**src/rtl/core/pgk_pkg.sv**
```systemverilog
// Shared types and constants for the pairwise gravity kick block.
// Holds the queue word layout, the back-end state encoding and register indexes.
// No dependencies.
`timescale 1ns / 1ps
`default_nettype none
package pgk_pkg;

  localparam int FRACTION_BITS_DEF = 24;
  localparam int WORD_W = 32;
  localparam int DM_W   = 33;

  localparam logic CFG_SOFTENING = 1'b0;
  localparam logic CFG_STEP      = 1'b1;

  typedef struct packed {
    logic [2:0][DM_W-1:0]   dm;
    logic [2:0]             dneg;
    logic [2:0]             dpos;
    logic [WORD_W-1:0]      mass;
    logic [2:0][WORD_W-1:0] vel;
    logic                   last;
  } item_t;

  typedef enum logic [3:0] {
    B_IDLE,
    B_SQ,
    B_ROOT,
    B_CUBE_LO,
    B_CUBE_HI,
    B_NUM,
    B_DIV,
    B_ACC,
    B_KICK_LO,
    B_KICK_HI,
    B_KICK_FIN,
    B_OUT
  } bstate_t;

endpackage
`default_nettype wire

```
**src/rtl/core/pgk_queue.sv**
```systemverilog
// Two-entry queue between front and back end.
// Depends on pgk_pkg.
`timescale 1ns / 1ps
`default_nettype none
module pgk_queue (
  input  wire logic           clk,
  input  wire logic           rst_n,
  input  wire logic           push,
  input  wire pgk_pkg::item_t wr_item,
  output logic                full,
  input  wire logic           pop,
  output logic                not_empty,
  output pgk_pkg::item_t      rd_item
);

  pgk_pkg::item_t mem_r [2];
  logic       wp_r, wp_nxt, rp_r, rp_nxt;
  logic [1:0] cnt_r, cnt_nxt;

  assign full      = (cnt_r == 2'd2);
  assign not_empty = (cnt_r != 2'd0);
  assign rd_item   = mem_r[rp_r];

  always_comb begin
    wp_nxt  = push ? !wp_r : wp_r;
    rp_nxt  = pop ? !rp_r : rp_r;
    cnt_nxt = cnt_r + {1'b0, push} - {1'b0, pop};
  end

  always_ff @(posedge clk) begin
    if (!rst_n) begin
      wp_r  <= 1'b0;
      rp_r  <= 1'b0;
      cnt_r <= 2'd0;
    end else begin
      wp_r  <= wp_nxt;
      rp_r  <= rp_nxt;
      cnt_r <= cnt_nxt;
    end
  end

  always_ff @(posedge clk) begin
    if (push) begin
      mem_r[wp_r] <= wr_item;
    end
  end

endmodule
`default_nettype wire

```
**config.mk**
```make
export PLATFORM = sky130hd
export DESIGN_NAME = pgk_queue
export DESIGN_NICKNAME = d
export VERILOG_FILES = /design/src/rtl/core/pgk_pkg.sv /design/src/rtl/core/pgk_queue.sv
export SDC_FILE = /design/constraint.sdc
export NUM_CORES = 1
export LEC_CHECK = 0
export BUFFER_PORTS_ARGS = -buffer_cell sky130_fd_sc_hd__buf_2
export CORE_MARGIN = 5
export CORE_UTILIZATION = 47
export DETAILED_ROUTE_END_ITERATION = 7
export GPL_TIMING_DRIVEN = 1
export PLACE_DENSITY = 0.75
export REMOVE_ABC_BUFFERS = 1
export SLEW_MARGIN = 20
export SYNTH_ARGS = -nofsm -noshare
export SYNTH_HDL_FRONTEND = slang
export SYNTH_SLANG_ARGS = --single-unit
```
**constraint.sdc**
```tcl
create_clock -name clk -period 11.9 [get_ports clk]
set_input_delay 0.595 -clock clk [delete_from_list [all_inputs] [get_ports clk]]
set_output_delay 0.595 -clock clk [all_outputs]
set_load 0.005 [all_outputs]
```
==> reports/results.tsv <==
stage	metric	value	unit
outcome	run status	complete, no violations	
sta	RSZ-0062 raised after global routing	false	
place	Port-buffer cells	473	
synth	Post-synth EDFFs	468	
power_and_ir_drop	power per cell area	171.5	mW/mm^2
sta	Fmax	281.5	MHz
floorplan	Die Width	204.4	um
sta	Clock Skew	10.40	ps
sta	fin crit share	29.85	%
finish	Final #Nets	1495	
sta	final-report hold violation count	0	
sta	worst rel slew slack	28.42	%
grt	GRT Util Overall	17.01	%
clocking	setup bufs post-CTS	0	
sta	# setup viols final	0	
route	Via-to-Cell Ratio	4.860	
synth	sequential share of the synthesized area	79.67	%
synth	Async SR Flop Fraction	0	%
floorplan	Core Region	0.03749	sq mm
route	WL/cell	20.49	um
min_path	Hold Path Class	input port to flip-flop	
synth	Yosys top cell area share	79.10	%
route	vias	8796	
route	DR iter-0 viols	402	
clocking	clk root buf	clkbuf_16	
critical_path	largest fanout on the critical path	49	
route	Routed WL	37080	um
synth	mapped cell area	0.01777	sq mm
power_and_ir_drop	Power Total	0.003807	W
critical_path	CP Launch Type	flip-flop	
critical_path	Critical Path RT	11310	ps
clocking	clock buffer count from CTS	48	
power_and_ir_drop	static leakage	8.654	nW
synth	Syn Inst Count	749	
route	TritonRoute pass-1 iters	4	
synth	register bit total from synthesis	473	
floorplan	Die Ht	204.4	um
route	Final ANT Viol Nets	0	
place	post-DP HPWL	25110	um
clocking	Post-CTS Resized	0	
critical_path	worst path bufs/invs	3	
floorplan	die area	0.04179	sq mm
route	DRC viols	0	
critical_path	WP data arrival	2960	ps
synth	Synth area leaders	edfxtp_1 79%, mux2_4 14%, mux2_2 4.7%, buf_6 1.2%, dfxtp_1 0.56%	
synth	Synth area leader	edfxtp_1	
clocking	hold-fix buffers at CTS	0	
synth	Post-Syn Area per Cell	23.72	sq um
sta	Tmin final	3552	ps
grt	first-pass GRT wire length	54080	um
critical_path	crit end category	primary output	
clocking	Worst-path clk slew	60	ps
critical_path	CP peak stage delay	750	ps
synth	most common flop cell mapped by yosys	edfxtp_1	
clocking	# H-tree levels	2	
floorplan	Ports	474	
synth	Ys Warns	0	
clocking	Clock Latency Late Sink	540	ps
synth	most frequent cells after synthesis	468 x edfxtp_1, 160 x mux2_4, 74 x mux2_2	
grt	grt total ovfl	0	
synth	top-count cell post-synth	edfxtp_1	
critical_path	critical path's top delay family	buffers and inverters	
power_and_ir_drop	maximum VDD drop	140.9	uV
critical_path	CP max-delay cell	buf_4	
place	GP Congestion	0.7737	
critical_path	CP Class	flip-flop to primary output	
synth	distinct cell type count after synthesis	14	
clocking	CTS max path bufs	3	
floorplan	initial core utilization	47.39	%
finish	share of layout cells above drive strength 1	60.91	%
clocking	clk sinks	473	
floorplan	num rows	71	
grt	vias in the first global route	9280	
sta	worst slew pin tran	1074	ps
finish	Area Overhead vs Synth	24.98	%
sta	final slew viol count	0	
grt	largest net degree at the start of global routing	118	
clocking	CTS tree	done	
critical_path	cell chain of the critical path	buf_16, buf_4, mux2_2, buf_2	
run	max-cap violation count	0	
sta	setup_tns	0	ps
grt	initial antenna violation count	13	
cell families (layout without fill, tap and decap cells):
group                      after synthesis  in the layout  share of synthesized area (%)
AOI/OAI and AO/OA                        1              1                        0.04227
xor gates and xnor gates                 2              2                         0.1761
adders and majority gates                2              2                         0.1408
buffers and inverters                   28            571                          1.444
DFF                                    473            473                          79.67
muxes                                  234            234                          18.21
other                                    0              7                              0
and+or+nand+nor                          9              9                         0.3169
layout by cell type, fill, tap and decap left out, types with 2 or more instances in the layout:
master	count
bufinv_16	6
clkinvlp_4	3
nor2b_1	3
buf_2	473
and2_1	3
buf_4	7
mux2_2	74
clkinv_1	10
clkbuf_16	49
edfxtp_1	468
mux2_4	160
clkbuf_1	10
clkinv_2	9
diode_2	7
dfxtp_1	4
inv_1	2
ha_1	2
cell type report:
| class | instances | area (sq um) |
|---|---|---|
| multi-input combinational | 248 | 3366 |
| fill | 2787 | 15280 |
| inverter | 2 | 7.507 |
| timing repair buffer | 482 | 2467 |
| clock inverter | 28 | 285.3 |
| tap | 511 | 639.4 |
| antenna | 7 | 17.52 |
| clock buffer | 59 | 1264 |
| sequential | 473 | 14160 |
stage by stage:
step	hold slack, ps	worst slack (ps)	area [sq um]	std cells	utilization, %
2_1_floorplan	554.6	303.0	17520	723	-
5_1_grt	192.3	8209	22200	1807	59.21
6_report	230.4	8348	22200	1810	59.23
3_5_place_dp	578.2	8178	20610	1715	54.98
4_1_cts	182.0	8064	22160	1802	59.11
3_3_place_gp	562.0	8209	20610	1715	54.98
power by group:
group	switching (W)	internal [W]	total [W]	leakage (nW)
combinational	0.000179	0.000208	0.000387	3.47
clock	0.000584	0.000882	0.00147	0.752
sequential	0.0000250	0.00193	0.00195	4.43
routing by layer:
layer	up-vias	routed length [um]	global-route usage (%)
met2	348	18760	28.86
met4	12	923	5.791
li1	4019	-	-
met5	-	92	0
met3	70	3703	6.760
met1	4347	13600	19.82
sequential cells by signal, summed over array words and instances (netlist names), named ones only:
register	cells
cnt_r	2
mem_r	468
wp_r	1
rp_r	1
final timing paths:
check | start | to | slack (ps) | cells after the start
worst max register to register | wp_r$_SDFFE_PN0P_ | mem_r[0][26]$_DFFE_PP_ | 8620 | 3
worst max-delay path | flip-flop | rd_item[14] | 8350 | 4
worst min register to register | rp_r$_SDFFE_PN0P_ | rp_r$_SDFFE_PN0P_ | 600 | 2
worst min-delay path | wr_item[132] | mem_r[1][132]$_DFFE_PP_ | 230 | 1
Note: power is estimated with default switching activity, not from simulation.
