===== src/rtl/core/pgk_pkg.sv =====
// Shared types and constants for the pairwise gravity kick block.
// Holds the queue word layout, the back-end state encoding and register indexes.
// No dependencies.
`timescale 1ns / 1ps
`default_nettype none
package pgk_pkg;

  localparam int FRACTION_BITS_DEF = 24;
  localparam int WORD_W = 32;
  localparam int DM_W   = 33;

  localparam logic CFG_SOFTENING = 1'b0;
  localparam logic CFG_STEP      = 1'b1;

  typedef struct packed {
    logic [2:0][DM_W-1:0]   dm;
    logic [2:0]             dneg;
    logic [2:0]             dpos;
    logic [WORD_W-1:0]      mass;
    logic [2:0][WORD_W-1:0] vel;
    logic                   last;
  } item_t;

  typedef enum logic [3:0] {
    B_IDLE,
    B_SQ,
    B_ROOT,
    B_CUBE_LO,
    B_CUBE_HI,
    B_NUM,
    B_DIV,
    B_ACC,
    B_KICK_LO,
    B_KICK_HI,
    B_KICK_FIN,
    B_OUT
  } bstate_t;

endpackage
`default_nettype wire


===== src/rtl/core/pgk_front.sv =====
// Front end: accepts pair words, forms per-axis separation magnitude and sign.
// Depends on pgk_pkg.
`timescale 1ns / 1ps
`default_nettype none
module pgk_front (
  input  wire logic [319:0]   in_tdata,
  input  wire logic           in_tlast,
  input  wire logic           in_tvalid,
  output logic                in_tready,
  input  wire logic           q_full,
  output logic                push,
  output pgk_pkg::item_t      item
);

  logic signed [32:0] dx [3];

  assign in_tready = !q_full;
  assign push      = in_tvalid && !q_full;

  always_comb begin
    for (int k = 0; k < 3; k++) begin
      dx[k] = $signed({in_tdata[32*k+31], in_tdata[32*k +: 32]})
            - $signed({in_tdata[32*(k+6)+31], in_tdata[32*(k+6) +: 32]});
      item.dm[k]   = dx[k][32] ? 33'(-dx[k]) : 33'(dx[k]);
      item.dneg[k] = dx[k][32];
      item.dpos[k] = !dx[k][32] && (dx[k] != 33'sd0);
      item.vel[k]  = in_tdata[32*(k+3) +: 32];
    end
    item.mass = in_tdata[319:288];
    item.last = in_tlast;
  end

endmodule
`default_nettype wire


===== config.mk =====
export PLATFORM = sky130hd
export DESIGN_NAME = pgk_front
export DESIGN_NICKNAME = d
export VERILOG_FILES = /design/src/rtl/core/pgk_pkg.sv /design/src/rtl/core/pgk_front.sv
export SDC_FILE = /design/constraint.sdc
export NUM_CORES = 1
export LEC_CHECK = 0
export BUFFER_PORTS_ARGS = -buffer_cell sky130_fd_sc_hd__buf_2
export CAP_MARGIN = 20
export CORE_AREA = 2 2 219 221
export DETAILED_ROUTE_END_ITERATION = 6
export DIE_AREA = 0 0 221 223
export PLACE_DENSITY = 0.42
export SYNTH_ARGS = -nofsm -noshare
export SYNTH_HDL_FRONTEND = slang
export SYNTH_SLANG_ARGS = --single-unit

===== constraint.sdc =====
create_clock -name vclk -period 3.3
set_input_delay 0.33 -clock vclk [all_inputs]
set_output_delay 0.33 -clock vclk [all_outputs]
set_load 0.005 [all_outputs]

==> metrics.log, run 1 <==
[metrics] WHS Path Cells: 0
[metrics] Synth cell types: 99
[metrics] Routed Antenna Nets: 0
[metrics] unrepaired setup endpoints after global routing: true
[metrics] die area: 49,300 sq um
[metrics] Min Clock Period, post-route: 3.83 ns
[metrics] critical hold path startpoint: in_tdata[294]
[metrics] worst IR drop on VDD: 0.131 mV
[metrics] per-cell via count in the routed design: 4.70
[metrics] wire per inst: 15.2 um
[metrics] area share of the leading cell type in the synthesized netlist: 12.6%
[metrics] Initial Utilization: 20.9%
[metrics] number of placement rows: 80
[metrics] leading area contributor after synthesis: sky130_fd_sc_hd__ha_1
[metrics] WP data arrival: 3.50 ns
[metrics] Via Count: 12,929
[metrics] final wirelength: 41.8 mm
[metrics] class of the most critical setup path: primary input to primary output
[metrics] Worst Hold Path EP: item[103]
[metrics] FF/Latch Area: 0 sq um
[metrics] Syn. warnings: 0
[metrics] Critical Path End Type: primary output
[metrics] launching element type of the critical path: primary input
[metrics] count of flip-flops and latches: 0
[metrics] final-report setup violation count: 101
[metrics] Gate Count Post-Synth: 1,509
[metrics] initial antenna violation count: 1
[metrics] number of nets in the synthesized netlist: 1,934
[metrics] worst-case setup margin in the final layout: -0.532 ns
[metrics] maximum number of pins on one net before global-route repair: 19
[metrics] headroom to the max-slew limit: 63.4%
[metrics] total global-route track usage: 15.9%
[metrics] overall die width: 221 um
[metrics] number of ports placed on the die boundary: 559
[metrics] iteration-0 DRC count of the detailed router: 446
[metrics] outcome: complete, but fails checks
[metrics] pwr dens: 267 nW/um^2
[metrics] area of the mapped netlist: 9850 sq um
[metrics] Max FO, Critical Path: 4
[metrics] most used cells in the layout excluding fill and tap cells: 459 x sky130_fd_sc_hd__buf_4, 276 x sky130_fd_sc_hd__buf_2, 131 x sky130_fd_sc_hd__nand2_1
[metrics] standby leakage power: 8.10 nW
[metrics] commonest non-fill, non-tap cell in the layout: sky130_fd_sc_hd__buf_4
[metrics] Tcrit/Tclk final: 116%
[metrics] Post-route DRC: 0
[metrics] drt first pass iters: 6
[metrics] Achievable Freq: 0.261 GHz
[metrics] area of the core region: 47,100 sq um
[metrics] hold violation count in the final report: 0
[metrics] Fin Setup TNS: -26.52 ns
[metrics] Avg Inst Size Synth: 6.52 sq um
[metrics] clock buffer count in the final layout: 0
[metrics] layout cell share with drive strength beyond 1: 52.6%
[metrics] aggregate global routing overflow: 0
[metrics] final number of max-transition violations: 0
[metrics] wire length of the first global-routing pass: 66.5 mm
[metrics] pin slew with the least headroom to its limit: 0.545 ns
[metrics] HPWL reported at the end of detailed placement: 35.6 mm
[metrics] Hold/Removal Path Class: primary input to primary output
[metrics] floorplan die height: 223 um
[metrics] cells taking the most area after synthesis: sky130_fd_sc_hd__ha_1 13%, sky130_fd_sc_hd__buf_4 9.8%, sky130_fd_sc_hd__xnor2_1 7.7%
[metrics] failing checks: negative setup slack
[metrics] hold buffers post-CTS: 0
[metrics] max-cap viol count: 0
[metrics] critical path cell sequence: buf_6, inv_2, ha_4, and2_4, o211ai_1, buf_4, a211oi_4, nor2_4, o31ai_4, xor2_2, or4b_4, nand2b_4, buf_12, nor2_4, nor4b_4, buf_2
[metrics] slowest stage delay, CP: 0.50 ns
[metrics] number of antenna diodes: 0
[metrics] Placer Congestion: 0.878
[metrics] # nets final: 2,563
[metrics] Most common cell on crit path: sky130_fd_sc_hd__nor2_4
[metrics] standard cell area after detailed placement: 14,800 sq um
[metrics] final cell area excluding filler cells: 17,300 sq um
[metrics] number of port buffers: 301
[metrics] Layout area overhead: 76.1%
[metrics] slowest cell on the critical path: sky130_fd_sc_hd__or4b_4
[metrics] portion of the post-synthesis area used by sequential elements: 0%
[metrics] worst path required time: 2.97 ns
[metrics] number of global-route vias before repair: 13,038
-- through the flow --
step	setup slack (ns)	total power [W]	hold slack, ns	util [%]	std cells
floorplan	-0.128	0.00209	0.687	-	1509
global placement	-0.749	0.00388	0.660	31.4	2679
detailed placement	-0.759	0.00390	0.660	31.4	2679
CTS	-0.512	0.00440	0.660	35.1	2727
global route	-0.638	0.00500	0.660	36.8	2751
finish	-0.532	0.00462	0.660	36.8	2751
-- report_power, final --
group	switching [W]	internal [W]
combinational	0.00227	0.00236
clock	0	0
sequential	0	0
total	0.00227	0.00236
-- synth_stat cells (22+ instances only) --
| master | number |
|---|---|
| sky130_fd_sc_hd__xor2_1 | 53 |
| sky130_fd_sc_hd__a211oi_1 | 27 |
| sky130_fd_sc_hd__nand3_1 | 27 |
| sky130_fd_sc_hd__buf_4 | 129 |
| sky130_fd_sc_hd__inv_1 | 128 |
| sky130_fd_sc_hd__o21ai_0 | 87 |
| sky130_fd_sc_hd__a21o_1 | 32 |
| sky130_fd_sc_hd__nor2_1 | 119 |
| sky130_fd_sc_hd__xnor2_1 | 86 |
| sky130_fd_sc_hd__clkbuf_1 | 42 |
| sky130_fd_sc_hd__ha_1 | 99 |
| sky130_fd_sc_hd__o211ai_1 | 22 |
| sky130_fd_sc_hd__nor3_1 | 36 |
| sky130_fd_sc_hd__a21oi_1 | 129 |
| sky130_fd_sc_hd__nand2_1 | 142 |
| sky130_fd_sc_hd__nand4_1 | 25 |
| sky130_fd_sc_hd__o21a_1 | 24 |
-- cell type report --
class	count	area, sq um
fillers	4985	29800
multi-input cells	1202	10300
repair buffers	805	5780
well taps	615	769
inverters	129	537
-- how the worst max path moves through the flow --
stage	from	to	slack (ns)	depth (start not counted)
2_1_floorplan	in_tdata[36]	item[199]	-0.13	11
3_3_place_gp	in_tdata[32]	item[198]	-0.75	16
3_5_place_dp	in_tdata[32]	item[198]	-0.76	16
4_1_cts	in_tdata[227]	item[199]	-0.51	16
5_1_grt	in_tdata[227]	item[199]	-0.64	16
6_report	in_tdata[259]	item[233]	-0.53	16
-- metal layers --
metal / vias to the layer above / track usage (%) / share of wire, % / wire length (um)
met5: - / 0 / 0.031 / 13
met4: 2 / 3.90 / 2.7 / 1130
met3: 72 / 2.45 / 5.6 / 2330
met2: 389 / 28.5 / 49 / 20300
met1: 5948 / 19.9 / 43 / 18000
li1: 6518 / - / - / -
-- critical path, delay by kind of cell --
family	cells	cell delay (ns)
buf+inv	5	0.65
xor+xnor	1	0.13
compound gates	3	0.86
simple gates	6	1.26
fa+ha+maj	1	0.25
-- repair_timing --
item	4_1_cts	5_1_grt
gates resized for setup	279	124
cloned	3	1
pin swaps	140	109
setup endpoints to repair	102	102
setup buffers	57	33
-- cells by family (layout without fill, tap and decap cells) --
logic type,after synthesis,in the layout,synth area share [%]
AND/OR/NAND/NOR,493,493,25.6
AO/OA/AOI/OAI,456,456,30.9
buffers and inverters,307,934,16.7
XOR/XNOR,139,139,12.4
adder cells (fa/ha/maj),102,102,13.2
multiplexers,12,12,1.26
Power figures use the tool's default switching activity.
==> run 2, diff against run 1 <==
--- a/config.mk
+++ b/config.mk
@@ -7,10 +7,10 @@
 export LEC_CHECK = 0
 export BUFFER_PORTS_ARGS = -buffer_cell sky130_fd_sc_hd__buf_2
 export CAP_MARGIN = 20
-export CORE_AREA = 2 2 219 221
+export CORE_AREA = 2 2 220 222
 export DETAILED_ROUTE_END_ITERATION = 6
-export DIE_AREA = 0 0 221 223
-export PLACE_DENSITY = 0.42
+export DIE_AREA = 0 0 222 224
+export PLACE_DENSITY = 0.4
 export SYNTH_ARGS = -nofsm -noshare
 export SYNTH_HDL_FRONTEND = slang
 export SYNTH_SLANG_ARGS = --single-unit
==> constraint.sdc (replaced) <==
create_clock -name vclk -period 4.47
set_input_delay 0.6705 -clock vclk [all_inputs]
set_output_delay 0.6705 -clock vclk [all_outputs]
set_load 0.005 [all_outputs]
==> metrics.log, run 2 (synthesis gave the netlist of run 1 again) <==
[metrics] logic gate share of total power: 100.0% (about the same)
[metrics] Routed Antenna Nets: 0 (unchanged)
[metrics] total global-route track usage: 16.3% (was 15.9%)
[metrics] WP data arrival: 3.83 ns (was 3.50 ns)
[metrics] FF/Latch Area: 0 sq um (unchanged)
[metrics] HPWL reported at the end of detailed placement: 38.5 mm (was 35.6 mm)
[metrics] Initial Utilization: 20.8% (was 20.9%)
[metrics] pin slew with the least headroom to its limit: 0.744 ns (was 0.545 ns)
[metrics] maximum number of pins on one net before global-route repair: 23 (was 19)
[metrics] class of the most critical setup path: primary input to primary output (unchanged)
[metrics] Post-Place Worst Slack: -0.396 ns (was -0.759 ns)
[metrics] hold buffers post-CTS: 0 (unchanged)
[metrics] number of fill cells: 5,236 (was 4,985)
[metrics] drt first pass iters: 5 (was 6)
[metrics] die area: 49,700 sq um (was 49,300 sq um)
[metrics] number of port buffers: 301 (unchanged)
[metrics] number of placement rows: 80 (unchanged)
[metrics] outcome: complete, but fails checks (unchanged)
[metrics] worst path required time: 3.80 ns (was 2.97 ns)
[metrics] wire length of the first global-routing pass: 65.9 mm (was 66.5 mm)
[metrics] initial antenna violation count: 6 (was 1)
[metrics] Min Clock Period, post-route: 4.50 ns
[metrics] worst IR drop on VDD: 0.0801 mV (was 0.131 mV)
[metrics] launching element type of the critical path: primary input (unchanged)
[metrics] Critical Path End Type: primary output (unchanged)
[metrics] final-report setup violation count: 1 (was 101)
[metrics] Tcrit/Tclk final: 101%
[metrics] net switching power figure: 0.00146 W (was 0.00227 W)
[metrics] Clock power frac: 0% (about the same)
[metrics] aggregate global routing overflow: 0 (unchanged)
[metrics] layout cell share with drive strength beyond 1: 41.4% (was 52.6%)
[metrics] proportion of total power due to net switching: 51.8% (was 49.0%)
[metrics] unrepaired setup endpoints after global routing: true (unchanged)
[metrics] Fin Setup TNS: -0.0304 ns (was -26.52 ns)
[metrics] most used cells in the layout excluding fill and tap cells: 299 x sky130_fd_sc_hd__buf_4, 287 x sky130_fd_sc_hd__buf_2, 142 x sky130_fd_sc_hd__nand2_1 (was 459 x sky130_fd_sc_hd__buf_4, 276 x sky130_fd_sc_hd__buf_2, 131 x sky130_fd_sc_hd__nand2_1)
[metrics] Layout area overhead: 46.7% (was 76.1%)
[metrics] clock buffer count in the final layout: 0 (unchanged)
[metrics] Via Count: 12,277 (was 12,929)
[metrics] Flop pwr share: 0% (about the same)
[metrics] floorplan die height: 224 um (was 223 um)
[metrics] final wirelength: 43.6 mm (was 41.8 mm)
[metrics] final number of max-transition violations: 0 (unchanged)
[metrics] Placer Congestion: 0.857 (was 0.878)
[metrics] count of flip-flops and latches: 0 (unchanged)
[metrics] count of placed standard cells including taps: 2,526 (was 2,679)
[metrics] iteration-0 DRC count of the detailed router: 544 (was 446)
[metrics] failing checks: negative setup slack (unchanged)
[metrics] Max FO, Critical Path: 5 (was 4)
[metrics] # nets final: 2,366 (was 2,563)
[metrics] hold violation count in the final report: 0 (unchanged)
[metrics] Hold/Removal Path Class: primary input to primary output (unchanged)
[metrics] per-cell via count in the routed design: 4.81 (was 4.70)
[metrics] number of global-route vias before repair: 12,037 (was 13,038)
[metrics] pwr dens: 195 nW/um^2 (was 267 nW/um^2)
[metrics] post-layout util: 30.5% (was 36.8%)
[metrics] headroom to the max-slew limit: 49.9% (was 63.4%)
[metrics] commonest non-fill, non-tap cell in the layout: sky130_fd_sc_hd__buf_4 (unchanged)
[metrics] Achievable Freq: 0.222 GHz
[metrics] max-cap viol count: 0 (unchanged)
[metrics] worst-case setup margin in the final layout: -0.0304 ns (was -0.532 ns)
[metrics] area of the core region: 47,300 sq um (was 47,100 sq um)
[metrics] number of ports placed on the die boundary: 559 (unchanged)
[metrics] standby leakage power: 6.72 nW (was 8.10 nW)
[metrics] WHS Path Cells: 0 (unchanged)
[metrics] number of non-filler instances in the completed layout: 2,555 (was 2,751)
[metrics] Post-route DRC: 0 (unchanged)
[metrics] wire per inst: 17.1 um (was 15.2 um)
[metrics] cell internal pwr: 0.00136 W (was 0.00236 W)
[metrics] overall die width: 222 um (was 221 um)
## run 2: cell types whose count changed in the layout (fill, tap and decap cells not counted), moves of 11 or more
cell and change:
sky130_fd_sc_hd__a21oi_1 +18, sky130_fd_sc_hd__buf_2 +11, sky130_fd_sc_hd__buf_4 -160, sky130_fd_sc_hd__buf_6 -33, sky130_fd_sc_hd__nand2_1 +11, sky130_fd_sc_hd__nor2_1 +11, sky130_fd_sc_hd__o21ai_0 +13, sky130_fd_sc_hd__o21ai_1 +11
sky130_fd_sc_hd__o21ai_2 -17, sky130_fd_sc_hd__xnor2_1 +17, sky130_fd_sc_hd__xnor2_2 -16, sky130_fd_sc_hd__xor2_1 +12
## run 2: area by class of cell
type	instances	area (sq um)	area share (%)
antenna	1	2.50	0.0173
inverter	129	499	3.46
tap	615	769	5.33
timing repair buffer	608	3960	27.4
multi-input combinational	1202	9210	63.8
## run 2: routing by layer
metal / part of all wire [%] / vias to the layer above / wire (um) / GRT usage (%)
li1: - / 6132 / - / -
met1: 46 / 5692 / 20100 / 21.9
met2: 47 / 387 / 20500 / 28.2
met3: 5.2 / 58 / 2280 / 2.41
met4: 1.6 / 8 / 693 / 2.20
met5: 0.21 / - / 90 / 0.684
## run 2: stage by stage
| stage | total power (W) | instance area [sq um] | hold slack [ns] |
|---|---|---|---|
| 2_1_floorplan | 0.00145 | 9850 | 1.37 |
| 3_3_place_gp | 0.00257 | 13100 | 1.34 |
| 3_5_place_dp | 0.00258 | 13100 | 1.34 |
| 4_1_cts | 0.00269 | 13600 | 1.34 |
| 5_1_grt | 0.00308 | 14400 | 1.34 |
| 6_report | 0.00282 | 14400 | 1.34 |
## run 2: what timing repair did
item,CTS,global route
setup endpoints to repair,71,72
pin swaps,38,54
gates cloned,0,0
gates resized for setup,85,153
buffers inserted,14,15
## run 2: power by group through the flow
stage               registers, W  clock network, W  logic, W
floorplan                      0                 0   0.00145
global placement               0                 0   0.00257
detailed placement             0                 0   0.00258
CTS                            0                 0   0.00269
global route                   0                 0   0.00308
finish                         0   0.0000000000304   0.00282
## run 2: final timing paths
kind | start | end | slack [ns]
worst min-delay path | in_tdata[293] | item[102] | 1.34
worst max-delay path | in_tdata[36] | item[199] | -0.03
## run 2: worst max-delay path, stage by stage
cell                       delay [ns]
sky130_fd_sc_hd__buf_2           0.12
sky130_fd_sc_hd__ha_4            0.24
sky130_fd_sc_hd__and2_4          0.16
sky130_fd_sc_hd__a221o_2         0.44
sky130_fd_sc_hd__o211ai_4        0.29
sky130_fd_sc_hd__buf_4           0.16
sky130_fd_sc_hd__a211oi_1        0.11
sky130_fd_sc_hd__or4b_4          0.57
sky130_fd_sc_hd__or3_4           0.42
sky130_fd_sc_hd__nor2_4          0.19
sky130_fd_sc_hd__a41oi_2         0.15
sky130_fd_sc_hd__xor2_1          0.17
sky130_fd_sc_hd__buf_2           0.14
==> run 3, diff against run 2 <==
--- a/config.mk
+++ b/config.mk
@@ -11,6 +11,7 @@
 export DETAILED_ROUTE_END_ITERATION = 6
 export DIE_AREA = 0 0 222 224
 export PLACE_DENSITY = 0.4
+export RECOVER_POWER = 100
 export SYNTH_ARGS = -nofsm -noshare
 export SYNTH_HDL_FRONTEND = slang
 export SYNTH_SLANG_ARGS = --single-unit
==> metrics.log, run 3 (synthesis gave the netlist of run 1 again) <==
[metrics] outcome: complete, but fails checks (unchanged)
[metrics] failing checks: negative setup slack (unchanged)
[metrics] worst path required time: 3.80 ns (about the same)
[metrics] Placer Congestion: 0.857 (unchanged)
[metrics] standby leakage power: 6.67 nW (was 6.72 nW)
[metrics] slowest cell on the critical path: sky130_fd_sc_hd__or4b_4 (unchanged)
[metrics] HPWL reported at the end of detailed placement: 38.5 mm (unchanged)
[metrics] floorplan die height: 224 um (unchanged)
[metrics] headroom to the max-slew limit: 49.0% (was 49.9%)
[metrics] Max FO, Critical Path: 5 (unchanged)
[metrics] per-cell via count in the routed design: 4.80 (was 4.81)
[metrics] number of ports placed on the die boundary: 559 (unchanged)
[metrics] number of fill cells: 5,253 (was 5,236)
[metrics] launching element type of the critical path: primary input (unchanged)
[metrics] clock buffer count in the final layout: 0 (unchanged)
[metrics] total global-route track usage: 16.3% (unchanged)
[metrics] final wirelength: 43.6 mm (about the same)
[metrics] commonest non-fill, non-tap cell in the layout: sky130_fd_sc_hd__buf_4 (unchanged)
[metrics] drt first pass iters: 5 (unchanged)
[metrics] layout cell share with drive strength beyond 1: 40.4% (was 41.4%)
[metrics] Critical Path End Type: primary output (unchanged)
[metrics] Most common cell on crit path: sky130_fd_sc_hd__buf_2 (unchanged)
[metrics] count of flip-flops and latches: 0 (unchanged)
[metrics] overall die width: 222 um (unchanged)
[metrics] maximum number of pins on one net before global-route repair: 23 (unchanged)
[metrics] Via Count: 12,269 (was 12,277)
[metrics] Tcrit/Tclk final: 101% (about the same)
[metrics] die area: 49,700 sq um (unchanged)
[metrics] WP data arrival: 3.83 ns (about the same)
[metrics] Fin Setup TNS: -0.0260 ns (was -0.0304 ns)
[metrics] iteration-0 DRC count of the detailed router: 532 (was 544)
[metrics] wire length of the first global-routing pass: 65.9 mm (unchanged)
[metrics] Achievable Freq: 0.222 GHz (about the same)
[metrics] wire per inst: 17.1 um (about the same)
[metrics] # nets final: 2,366 (unchanged)
[metrics] pin slew with the least headroom to its limit: 0.758 ns (was 0.744 ns)
[metrics] final number of max-transition violations: 0 (unchanged)
[metrics] Initial Utilization: 20.8% (unchanged)
[metrics] hold violation count in the final report: 0 (unchanged)
[metrics] number of placement rows: 80 (unchanged)
[metrics] class of the most critical setup path: primary input to primary output (unchanged)
[metrics] aggregate global routing overflow: 0 (unchanged)
[metrics] number of global-route vias before repair: 12,037 (unchanged)
[metrics] hold buffers post-CTS: 0 (unchanged)
[metrics] max-cap viol count: 0 (unchanged)
[metrics] Post-route DRC: 0 (unchanged)
[metrics] Multi-input gate area: 9180 sq um (was 9210 sq um)
[metrics] Layout area overhead: 45.9% (was 46.7%)
[metrics] Hold/Removal Path Class: primary input to primary output (unchanged)
[metrics] worst IR drop on VDD: 0.0801 mV (about the same)
[metrics] area of the core region: 47,300 sq um (unchanged)
[metrics] critical path cell sequence: buf_2, ha_4, and2_4, a221o_2, o211ai_4, buf_4, a211oi_1, or4b_4, or3_4, nor2_4, a41oi_2, xor2_1, buf_2 (unchanged)
[metrics] pwr dens: 195 nW/um^2 (about the same)
[metrics] most used cells in the layout excluding fill and tap cells: 295 x sky130_fd_sc_hd__buf_4, 261 x sky130_fd_sc_hd__buf_2, 142 x sky130_fd_sc_hd__nand2_1 (was 299 x sky130_fd_sc_hd__buf_4, 287 x sky130_fd_sc_hd__buf_2, 142 x sky130_fd_sc_hd__nand2_1)
[metrics] worst-case setup margin in the final layout: -0.0260 ns (was -0.0304 ns)
[metrics] final-report setup violation count: 1 (unchanged)
[metrics] slowest stage delay, CP: 0.57 ns (about the same)
[metrics] FF/Latch Area: 0 sq um (unchanged)
[metrics] initial antenna violation count: 6 (unchanged)
[metrics] post-layout util: 30.3% (was 30.5%)
[metrics] Min Clock Period, post-route: 4.50 ns (about the same)
[metrics] Routed Antenna Nets: 0 (unchanged)
[metrics] unrepaired setup endpoints after global routing: true (unchanged)
[metrics] number of port buffers: 301 (unchanged)
run 3: cell count changes in the layout (fill, tap and decap cells not counted), moves of 2 or more:
cell and delta:
sky130_fd_sc_hd__buf_4 -4, sky130_fd_sc_hd__clkbuf_2 +15, sky130_fd_sc_hd__buf_2 -26, sky130_fd_sc_hd__clkbuf_1 +14
sky130_fd_sc_hd__buf_12 -2, sky130_fd_sc_hd__clkbuf_4 +2
run 3: report_power, final:
part           switching [W]         total, W     internal (W)
combinational        0.00146          0.00280          0.00134
sequential                 0                0                0
clock                      0  0.0000000000304  0.0000000000304
total                0.00146          0.00280          0.00134
run 3: routing by layer:
| layer | wire length (um) | GRT usage (%) | up-vias | part of all wire (%) |
|---|---|---|---|---|
| met5 | 90 | 0.684 | - | 0.21 |
| met4 | 696 | 2.20 | 8 | 1.6 |
| met3 | 2250 | 2.41 | 58 | 5.1 |
| met2 | 20500 | 28.2 | 371 | 47 |
| met1 | 20100 | 21.9 | 5699 | 46 |
| li1 | - | - | 6133 | - |
run 3: layout make-up:
class | count | area share (%)
Inverter | 129 | 3.47
Multi-Input combinational cell | 1202 | 63.9
Tap cell | 615 | 5.36
Timing Repair Buffer | 608 | 27.3
Antenna cell | 1 | 0.0174
run 3: repair_timing:
item                                    4_1_cts  5_1_grt
pin swaps                                    38       54
resized for setup                            85      153
endpoints found under the setup margin       71       72
buffers inserted                             14       15
run 3: final timing paths:
| kind | from | end | slack, ns | cells after the start |
|---|---|---|---|---|
| setup / recovery | in_tdata[36] | item[199] | -0.03 | 13 |
| hold / removal | in_tdata[293] | item[102] | 1.34 | 0 |
run 3: critical path: cells and delay by family:
family | cells | cell delay [ns]
xor+xnor | 1 | 0.17
compound gates | 4 | 0.99
simple gates | 4 | 1.34
buf+inv | 3 | 0.42
fa+ha+maj | 1 | 0.24
run 3: per-stage QoR:
stage               area, sq um  total power [W]  std cells  setup WS, ns  hold WS, ns
finish                    14400          0.00280       2555       -0.0260         1.34
floorplan                  9850          0.00145       1509         0.135         1.37
global placement          13100          0.00257       2526        -0.371         1.34
global route              14400          0.00306       2554        -0.140         1.34
detailed placement        13100          0.00258       2526        -0.396         1.34
CTS                       13600          0.00269       2539      -0.00392         1.34
